### src/rtl/psmc_pkg.sv
`timescale 1ns / 1ps

package psmc_pkg;

    localparam int KEY_COUNT = 4;

    // display modes
    localparam logic [1:0] MODE_HOME     = 2'd0;
    localparam logic [1:0] MODE_CONFIRM  = 2'd1;
    localparam logic [1:0] MODE_OVERRIDE = 2'd2;

    // supply selections
    localparam logic [1:0] SUPPLY_OFF     = 2'd0;
    localparam logic [1:0] SUPPLY_GRID    = 2'd1;
    localparam logic [1:0] SUPPLY_SOLAR   = 2'd2;
    localparam logic [1:0] SUPPLY_UNKNOWN = 2'd3;

    // key roles
    localparam logic [1:0] KEY_GRID  = 2'd0;
    localparam logic [1:0] KEY_SOLAR = 2'd1;
    localparam logic [1:0] KEY_BACK  = 2'd2;
    localparam logic [1:0] KEY_MENU  = 2'd3;
    localparam logic [2:0] KEY_NONE  = 3'd4;

    // item kinds
    localparam logic KIND_KEY  = 1'b0;
    localparam logic KIND_TICK = 1'b1;

    // configuration register indexes
    localparam logic [1:0] CFG_SOLAR_START = 2'd0;
    localparam logic [1:0] CFG_SOLAR_END   = 2'd1;
    localparam logic [1:0] CFG_OVERRIDE    = 2'd2;
    localparam logic [1:0] CFG_TICKS       = 2'd3;

    localparam logic [7:0]  DUTY_OFF     = 8'd0;
    localparam logic [7:0]  DUTY_BEEP    = 8'd150;
    localparam logic [7:0]  DUTY_WARN    = 8'd200;
    localparam logic [6:0]  SECONDS_TOP  = 7'd59;
    localparam logic [6:0]  SECONDS_INIT = 7'd99;
    localparam logic [10:0] MINUTES_INIT = 11'd99;
    localparam logic [10:0] MINUTES_MAX  = 11'd999;
    localparam logic [10:0] MINUTES_DONE = 11'h7ff;

    typedef struct packed {
        logic [1:0]  mode;
        logic        auto_on;
        logic [1:0]  supply;
        logic [2:0]  prev_key;
        logic [10:0] minutes;   // two's complement, -1 once expired
        logic [6:0]  seconds;
        logic        expired;
        logic [3:0]  phase;     // two's complement buzzer phase
        logic [7:0]  duty;
    } t_state;

endpackage

### src/rtl/psmc_keys.sv
`timescale 1ns / 1ps

module psmc_keys import psmc_pkg::*; (
    input  t_state      i_state,
    input  logic [3:0]  i_key_mask,
    input  logic [9:0]  i_override_minutes,
    output t_state      o_state
);

    logic [10:0] w_load_minutes;

    assign w_load_minutes = (i_override_minutes > MINUTES_MAX[9:0])
                          ? MINUTES_MAX : {1'b0, i_override_minutes};

    always_comb begin
        t_state s;
        s = i_state;
        // keys are taken in order, each sees the state left by the one before
        for (int k = 0; k < KEY_COUNT; k++) begin
            if (i_key_mask[k] && (3'(k) != s.prev_key)) begin
                s.prev_key = 3'(k);
                case (2'(k))
                    KEY_GRID, KEY_SOLAR: begin
                        if (s.phase == 4'd0) s.duty = DUTY_BEEP;
                        if (s.phase == 4'd1) begin
                            s.duty  = DUTY_OFF;
                            s.phase = 4'd15;
                        end
                        s.phase = s.phase + 4'd1;
                        if (2'(k) == KEY_GRID) begin
                            if (s.mode == MODE_CONFIRM) begin
                                if (s.auto_on) begin
                                    s.mode    = MODE_OVERRIDE;
                                    s.auto_on = 1'b0;
                                    s.minutes = w_load_minutes;
                                    s.seconds = SECONDS_TOP;
                                    s.expired = 1'b0;
                                end else begin
                                    s.mode    = MODE_HOME;
                                    s.auto_on = 1'b1;
                                end
                            end
                            if (s.mode == MODE_OVERRIDE) s.supply = SUPPLY_GRID;
                        end else begin
                            if (s.mode == MODE_OVERRIDE) s.supply = SUPPLY_SOLAR;
                        end
                    end
                    KEY_BACK: begin
                        if (s.mode == MODE_CONFIRM)
                            s.mode = s.auto_on ? MODE_HOME : MODE_OVERRIDE;
                    end
                    default: begin
                        s.mode = MODE_CONFIRM;
                    end
                endcase
            end
        end
        o_state = s;
    end

endmodule

### src/rtl/power_source_mode_controller_top.sv
`timescale 1ns / 1ps

// An input transfer's result is written to the output register as the transfer is accepted.
// Throughput: one item per cycle unless m_axis_tready stalls; output refills as it drains.
// All key and tick work is a single combinational pass from state and input.
// Reset (i_rst_n low at a clock edge) restores all state and the configuration
// registers to their defaults and empties the output register.
module power_source_mode_controller_top import psmc_pkg::*; (
    input  logic        i_clk,
    input  logic        i_rst_n,
    input  logic        i_cfg_we,
    input  logic [1:0]  i_cfg_addr,
    input  logic [9:0]  i_cfg_wdata,
    input  logic        s_axis_tvalid,
    output logic        s_axis_tready,
    input  logic [15:0] s_axis_tdata,  // key_mask[3:0], hour_now[8:4], minute_now[14:9]
    input  logic        s_axis_tuser,  // kind
    output logic        m_axis_tvalid,
    input  logic        m_axis_tready,
    output logic [31:0] m_axis_tdata   // display_mode[1:0], auto_on[2], supply_choice[4:3],
                                       // minutes_left[15:5], seconds_left[22:16],
                                       // timed_out[23], buzzer_duty[31:24]
);

    logic [4:0]  r_solar_start;
    logic [4:0]  r_solar_end;
    logic [9:0]  r_override_minutes;
    logic [3:0]  r_ticks_per_second;

    t_state      r_state;
    t_state      n_state;
    t_state      w_key_state;
    t_state      w_tick_state;
    logic [3:0]  r_tick_count;
    logic [3:0]  n_tick_count;
    logic        r_out_valid;
    logic [31:0] r_out_data;

    logic        w_accept;
    logic [3:0]  w_key_mask;
    logic [4:0]  w_hour;
    logic [5:0]  w_minute;
    logic [4:0]  w_hours_left;
    logic [10:0] w_window_minutes;
    logic signed [12:0] w_reload;

    assign w_key_mask = s_axis_tdata[3:0];
    assign w_hour     = s_axis_tdata[8:4];
    assign w_minute   = s_axis_tdata[14:9];

    assign s_axis_tready = !r_out_valid || m_axis_tready;
    assign w_accept      = s_axis_tvalid && s_axis_tready;

    always_ff @(posedge i_clk) begin
        if (!i_rst_n) begin
            r_solar_start      <= 5'd8;
            r_solar_end        <= 5'd16;
            r_override_minutes <= 10'd60;
            r_ticks_per_second <= 4'd6;
        end else if (i_cfg_we) begin
            case (i_cfg_addr)
                CFG_SOLAR_START: r_solar_start      <= i_cfg_wdata[4:0];
                CFG_SOLAR_END:   r_solar_end        <= i_cfg_wdata[4:0];
                CFG_OVERRIDE:    r_override_minutes <= i_cfg_wdata;
                CFG_TICKS:       r_ticks_per_second <= i_cfg_wdata[3:0];
                default:         ;
            endcase
        end
    end

    psmc_keys u_keys (
        .i_state            (r_state),
        .i_key_mask         (w_key_mask),
        .i_override_minutes (r_override_minutes),
        .o_state            (w_key_state)
    );

    // minutes left in the solar window: (end - hour) * 60 - minute
    assign w_hours_left     = r_solar_end - w_hour;
    assign w_window_minutes = {w_hours_left, 6'd0} - {4'd0, w_hours_left, 2'd0};
    assign w_reload         = $signed({2'b00, w_window_minutes}) - $signed({7'd0, w_minute});

    always_comb begin
        t_state s;
        logic [3:0] tc;
        s  = r_state;
        tc = r_tick_count;
        case (r_state.mode)
            MODE_HOME: begin
                s.phase = 4'd0;
                s.duty  = DUTY_OFF;
            end
            MODE_CONFIRM: begin
                if (s.phase == 4'd0) s.duty = DUTY_BEEP;
                if (s.phase == 4'd6) s.duty = DUTY_WARN;
                if (s.phase == 4'd7) begin
                    s.duty  = DUTY_OFF;
                    s.phase = 4'd13;
                end
                s.phase = s.phase + 4'd1;
            end
            MODE_OVERRIDE: begin
                s.phase = 4'd0;
                s.duty  = DUTY_OFF;
                if (w_hour >= r_solar_start && w_hour < r_solar_end) begin
                    if (w_reload < -13'sd1)
                        s.minutes = MINUTES_DONE;
                    else if (w_reload > 13'sd999)
                        s.minutes = MINUTES_MAX;
                    else
                        s.minutes = w_reload[10:0];
                end
                tc = tc + 4'd1;
                if (tc >= r_ticks_per_second) begin
                    tc = 4'd0;
                    if (s.seconds == 7'd0) begin
                        s.seconds = SECONDS_TOP;
                        if ($signed(s.minutes) > -11'sd1) s.minutes = s.minutes - 11'd1;
                        if (s.minutes[10]) s.expired = 1'b1;
                    end else begin
                        s.seconds = s.seconds - 7'd1;
                    end
                end
            end
            default: ;
        endcase
        w_tick_state = s;
        n_tick_count = tc;
    end

    assign n_state = (s_axis_tuser == KIND_TICK) ? w_tick_state : w_key_state;

    always_ff @(posedge i_clk) begin
        if (!i_rst_n) begin
            r_state.mode     <= MODE_HOME;
            r_state.auto_on  <= 1'b1;
            r_state.supply   <= SUPPLY_UNKNOWN;
            r_state.prev_key <= KEY_NONE;
            r_state.minutes  <= MINUTES_INIT;
            r_state.seconds  <= SECONDS_INIT;
            r_state.expired  <= 1'b0;
            r_state.phase    <= 4'd0;
            r_state.duty     <= DUTY_OFF;
            r_tick_count     <= 4'd0;
            r_out_valid      <= 1'b0;
        end else begin
            if (w_accept) begin
                r_state <= n_state;
                if (s_axis_tuser == KIND_TICK) r_tick_count <= n_tick_count;
                r_out_valid <= 1'b1;
            end else if (m_axis_tready) begin
                r_out_valid <= 1'b0;
            end
        end
    end

    always_ff @(posedge i_clk) begin
        if (w_accept) begin
            r_out_data <= {n_state.duty, n_state.expired, n_state.seconds,
                           n_state.minutes, n_state.supply, n_state.auto_on,
                           n_state.mode};
        end
    end

    assign m_axis_tvalid = r_out_valid;
    assign m_axis_tdata  = r_out_data;

endmodule
### config.mk
export PLATFORM = sky130hd
export DESIGN_NAME = power_source_mode_controller_top
export DESIGN_NICKNAME = d
export VERILOG_FILES = /design/src/rtl/psmc_pkg.sv /design/src/rtl/psmc_keys.sv /design/src/rtl/power_source_mode_controller_top.sv
export SDC_FILE = /design/constraint.sdc
export NUM_CORES = 1
export LEC_CHECK = 0
export ABC_AREA = 1
export BUFFER_PORTS_ARGS = -buffer_cell sky130_fd_sc_hd__buf_2
export CAP_MARGIN = 5
export CORE_AREA = 2 2 116 118
export CTS_CLUSTER_SIZE = 10
export DETAILED_ROUTE_END_ITERATION = 12
export DIE_AREA = 0 0 118 120
export GPL_ROUTABILITY_DRIVEN = 0
export PLACE_DENSITY_LB_ADDON = 0.25
export SYNTH_ARGS = -nofsm -noshare
export SYNTH_HDL_FRONTEND = slang
export SYNTH_SLANG_ARGS = --single-unit
### constraint.sdc
create_clock -name i_clk -period 6 [get_ports i_clk]
set_input_delay 0.3 -clock i_clk [delete_from_list [all_inputs] [get_ports i_clk]]
set_output_delay 0.3 -clock i_clk [all_outputs]
set_load 0.01 [all_outputs]
==> metrics.log <==
[metrics] run status: finished, final reports clean
[metrics] number of post-CTS setup repair buffers: 0
[metrics] share of the synthesized area in the top cell type: 21.36%
[metrics] metal1 wirelength: 6940 µm
[metrics] maximum fanout count along the critical path: 9
[metrics] top cell family by delay on the critical path: simple AND/OR/NAND/NOR gates
[metrics] Core Region: 0.01298 mm²
[metrics] count of final setup violators: 0
[metrics] via density per instance: 5.183
[metrics] most common cell in the synthesized netlist: sky130_fd_sc_hd__nand2_1
[metrics] number of flops mapped to enable cells by yosys: 32
[metrics] dominant cell type by area after synthesis: sky130_fd_sc_hd__dfxtp_1
[metrics] startpoint types: register
[metrics] path class of the lowest-slack min-delay path: input port to register
[metrics] number of distinct library cells after synthesis: 48
[metrics] Post-DP Area: 0.006844 mm²
[metrics] cells on worst reg2reg path: 34
[metrics] count of state elements after synthesis: 100
[metrics] total number of placement rows: 42
[metrics] Final Cell Area: 0.007109 mm²
[metrics] top post-synthesis cells by area: sky130_fd_sc_hd__dfxtp_1, sky130_fd_sc_hd__edfxtp_1, sky130_fd_sc_hd__nand2_1, sky130_fd_sc_hd__inv_1, sky130_fd_sc_hd__a21oi_1
[metrics] Final Hold Fails: 0
[metrics] hold depth: 2
[metrics] # DRC: 0
[metrics] cts bufs inserted: 9
[metrics] routed wire length: 15090 µm
[metrics] Net Count, Synth: 987
[metrics] count of hold-fix buffers inserted at cts: 0
[metrics] effective utilization at floorplan: 49.09%
[metrics] Die Area: 0.01416 mm²
[metrics] clock-pin transition on the worst setup and hold timing paths: 0.07 ns
[metrics] met3 wirelength from detailed routing: 696 µm
[metrics] worst reg2reg endpoint: m_axis_tdata[12]$_DFFE_PP_
[metrics] via count of the first global-routing pass: 5472
[metrics] per-cell routed wire length: 13.00 µm
[metrics] standby leakage power: 3.497 nW
[metrics] clock tree from TritonCTS: done
[metrics] first-pass GRT wire length: 25300 µm
[metrics] dpl hpwl: 11150 µm
[metrics] top layer in use: met4
[metrics] GRT overflow: 0
[metrics] clock root buffer master: sky130_fd_sc_hd__clkbuf_16
[metrics] WS Path Type: register to register
[metrics] source of the worst register-to-register timing path: r_solar_end[0]$_SDFFE_PN0P_
[metrics] slowest library cell on the worst path: sky130_fd_sc_hd__fa_1
[metrics] Worst Tran Pin Value: 1.143 ns
[metrics] Overall Global Routing Usage: 21.87%
[metrics] met2 layer wire length in the routed design: 7125 µm
[metrics] Max Clock Skew: 0.01020 ns
[metrics] prevailing post-synth register cell: sky130_fd_sc_hd__dfxtp_1
[metrics] required time of the critical path: 6.08 ns
[metrics] routed via count: 6018
[metrics] number of iterations in the first detailed-routing pass: 5
[metrics] average size of a mapped cell: 6.904 µm²
[metrics] TritonCTS Sinks: 100
[metrics] # port buffers: 66
[metrics] power dissipated by switching net loads: 0.0006174 W
[metrics] reported max-cap violation count: 0
[metrics] PD cells: 256.2 mW/mm²
[metrics] launch point of the worst hold path: s_axis_tdata[3]
[metrics] fraction of final layout cells sized beyond drive strength 1: 11.38%
[metrics] max incr delay on CP: 0.61 ns
[metrics] post-route fraction of the period consumed by the critical path: 85.96%
[metrics] Cells after Synth: 923
[metrics] Critical Path Sink Type: register
[metrics] switching part of the total power: 33.90%
[metrics] peak clock frequency supported by timing: 193.9 MHz
[metrics] most instantiated cells after synthesis: sky130_fd_sc_hd__nand2_1, sky130_fd_sc_hd__inv_1, sky130_fd_sc_hd__a21oi_1
[metrics] Yosys warning total: 0
[metrics] Net count, final: 1043
[metrics] cell area after synthesis: 0.006372 mm²
[metrics] combinational share of power: 28.5%
[metrics] die span in x: 118 µm
[metrics] worst reg-to-reg setup slack: 0.84 ns
[metrics] launch point of the critical path: r_solar_end[0]$_SDFFE_PN0P_
[metrics] number of placed I/O pins: 68
[metrics] Routed Antenna Nets: 0
[metrics] peak supply drop: 0.1260 mV
[metrics] initial antenna violation count: 1
[metrics] number of gates resized after CTS: 0
[metrics] layout overhead on the synthesized area: 11.56%
[metrics] proportion of power drawn by flip-flops and latches: 42.6%
[metrics] cell occurring most often along the worst timing path: sky130_fd_sc_hd__nand2_1
[metrics] vertical extent of the die: 120 µm
[metrics] maximum count of clock buffers along a single path: 2
[metrics] Post-synth ARST share: 0%
[metrics] later-pin clock latency in the skew report: 0.35 ns
[metrics] Setup TNS Final: 0 ns
[metrics] internal power contribution: 0.001204 W
[metrics] Worst Hold End: r_state[33]$_SDFFE_PN1P_
[metrics] number of buffers and inverters on the critical path: 5
[metrics] count of final max-slew check failures: 0
[metrics] largest net degree at the start of global routing: 61
[metrics] fillcell total: 1324
[metrics] depth of the CTS H-tree: 3
[metrics] register area share after synthesis: 36.44%
[metrics] number of DRC violations after detailed-routing iteration 0: 360
[metrics] clock power share: 28.9%
[metrics] shortest period the worst path allows: 5.157 ns
[metrics] RSZ-0062 raised after global routing: false
[metrics] tightest slew margin relative to the limit: 23.70%
[metrics] data arrival time at the worst-slack endpoint: 5.24 ns
[placed cells by master (no fill, tap or decap), types with 4 or more instances in the layout]
master                      synthesis  final
sky130_fd_sc_hd__a21oi_1           89     89
sky130_fd_sc_hd__a221oi_1           4      4
sky130_fd_sc_hd__a22oi_1            6      6
sky130_fd_sc_hd__a31oi_1            4      4
sky130_fd_sc_hd__buf_2              3     66
sky130_fd_sc_hd__clkbuf_16          0      9
sky130_fd_sc_hd__dfxtp_1           68     68
sky130_fd_sc_hd__edfxtp_1          32     32
sky130_fd_sc_hd__ha_1              29     29
sky130_fd_sc_hd__inv_1            156    155
sky130_fd_sc_hd__inv_2              5      6
sky130_fd_sc_hd__nand2_1          185    185
sky130_fd_sc_hd__nand2_2           12     12
sky130_fd_sc_hd__nand3_1           54     54
sky130_fd_sc_hd__nand4_1           10     10
sky130_fd_sc_hd__nor2_1            88     88
sky130_fd_sc_hd__nor3_1            18     18
sky130_fd_sc_hd__nor4_1             4      4
sky130_fd_sc_hd__o211ai_1           6      6
sky130_fd_sc_hd__o21ai_0           69     69
sky130_fd_sc_hd__o21ai_1            4      4
sky130_fd_sc_hd__o221ai_1           4      4
sky130_fd_sc_hd__xor2_1            11     11
[sequential cells by signal, indices dropped and copies added, names as in the netlist]
signal / count
r_state: 39
r_override_minutes: 10
r_ticks_per_second: 4
r_tick_count: 4
r_solar_end: 5
m_axis_tdata: 32
r_solar_start: 5
m_axis_tvalid: 1
[stage by stage]
stage          utilization [%]  std cells  total power [W]  hold WS [ns]  setup slack, ns
2_1_floorplan                -        923         0.001179        0.4072            1.533
3_5_place_dp             52.73       1144         0.001305        0.4543           0.7879
5_1_grt                  54.77       1161         0.001943        0.1768           0.1847
6_report                 54.77       1161         0.001821        0.1736           0.8427
3_3_place_gp             52.73       1144         0.001298        0.4492           0.8506
4_1_cts                  54.75       1160         0.001831        0.1687           0.8660
[worst max path at each step]
stage          cells after the start                          to  slack [ns]
6_report                          34  m_axis_tdata[12]$_DFFE_PP_        0.84
5_1_grt                           36    r_state[29]$_SDFFE_PN0P_        0.18
4_1_cts                           34  m_axis_tdata[12]$_DFFE_PP_        0.87
3_5_place_dp                      34  m_axis_tdata[12]$_DFFE_PP_        0.79
3_3_place_gp                      34  m_axis_tdata[11]$_DFFE_PP_        0.85
2_1_floorplan                     34  m_axis_tdata[12]$_DFFE_PP_        1.53
[power by group through the flow]
stage	Clock, W	Combinational, W	Sequential [W]
after detailed placement	0	0.000514	0.000791
final	0.000527	0.000519	0.000776
after floorplan	0	0.000384	0.000795
after global placement	0	0.000509	0.000789
after CTS	0.000538	0.000517	0.000776
after global routing	0.000562	0.000600	0.000781
[kinds of logic after synthesis]
family | synth area share, %
buffers and inverters | 10.96
AOI/OAI and AO/OA | 18.20
and+or+nand+nor | 26.47
DFF | 36.44
adders and majority gates | 6.008
xor gates and xnor gates | 1.924
[layer usage]
layer | global-route usage (%) | up-vias
met5 | 0 | -
met4 | 7.605 | 0
met3 | 3.375 | 27
met2 | 37.43 | 147
met1 | 28.14 | 2690
li1 | - | 3154
[area by class of cell]
cell class / count / area [µm²] / area share (%)
multi-input combinational: 638 / 3352 / 47.15
sequential: 100 / 2322 / 32.66
inverter: 163 / 611.8 / 8.606
timing repair buffer: 67 / 337.8 / 4.752
clock buffer: 12 / 236.5 / 3.326
tap: 176 / 220.2 / 3.097
clock inverter: 4 / 26.28 / 0.3696
antenna: 1 / 2.502 / 0.03520
(Power assumes the default switching activity.)
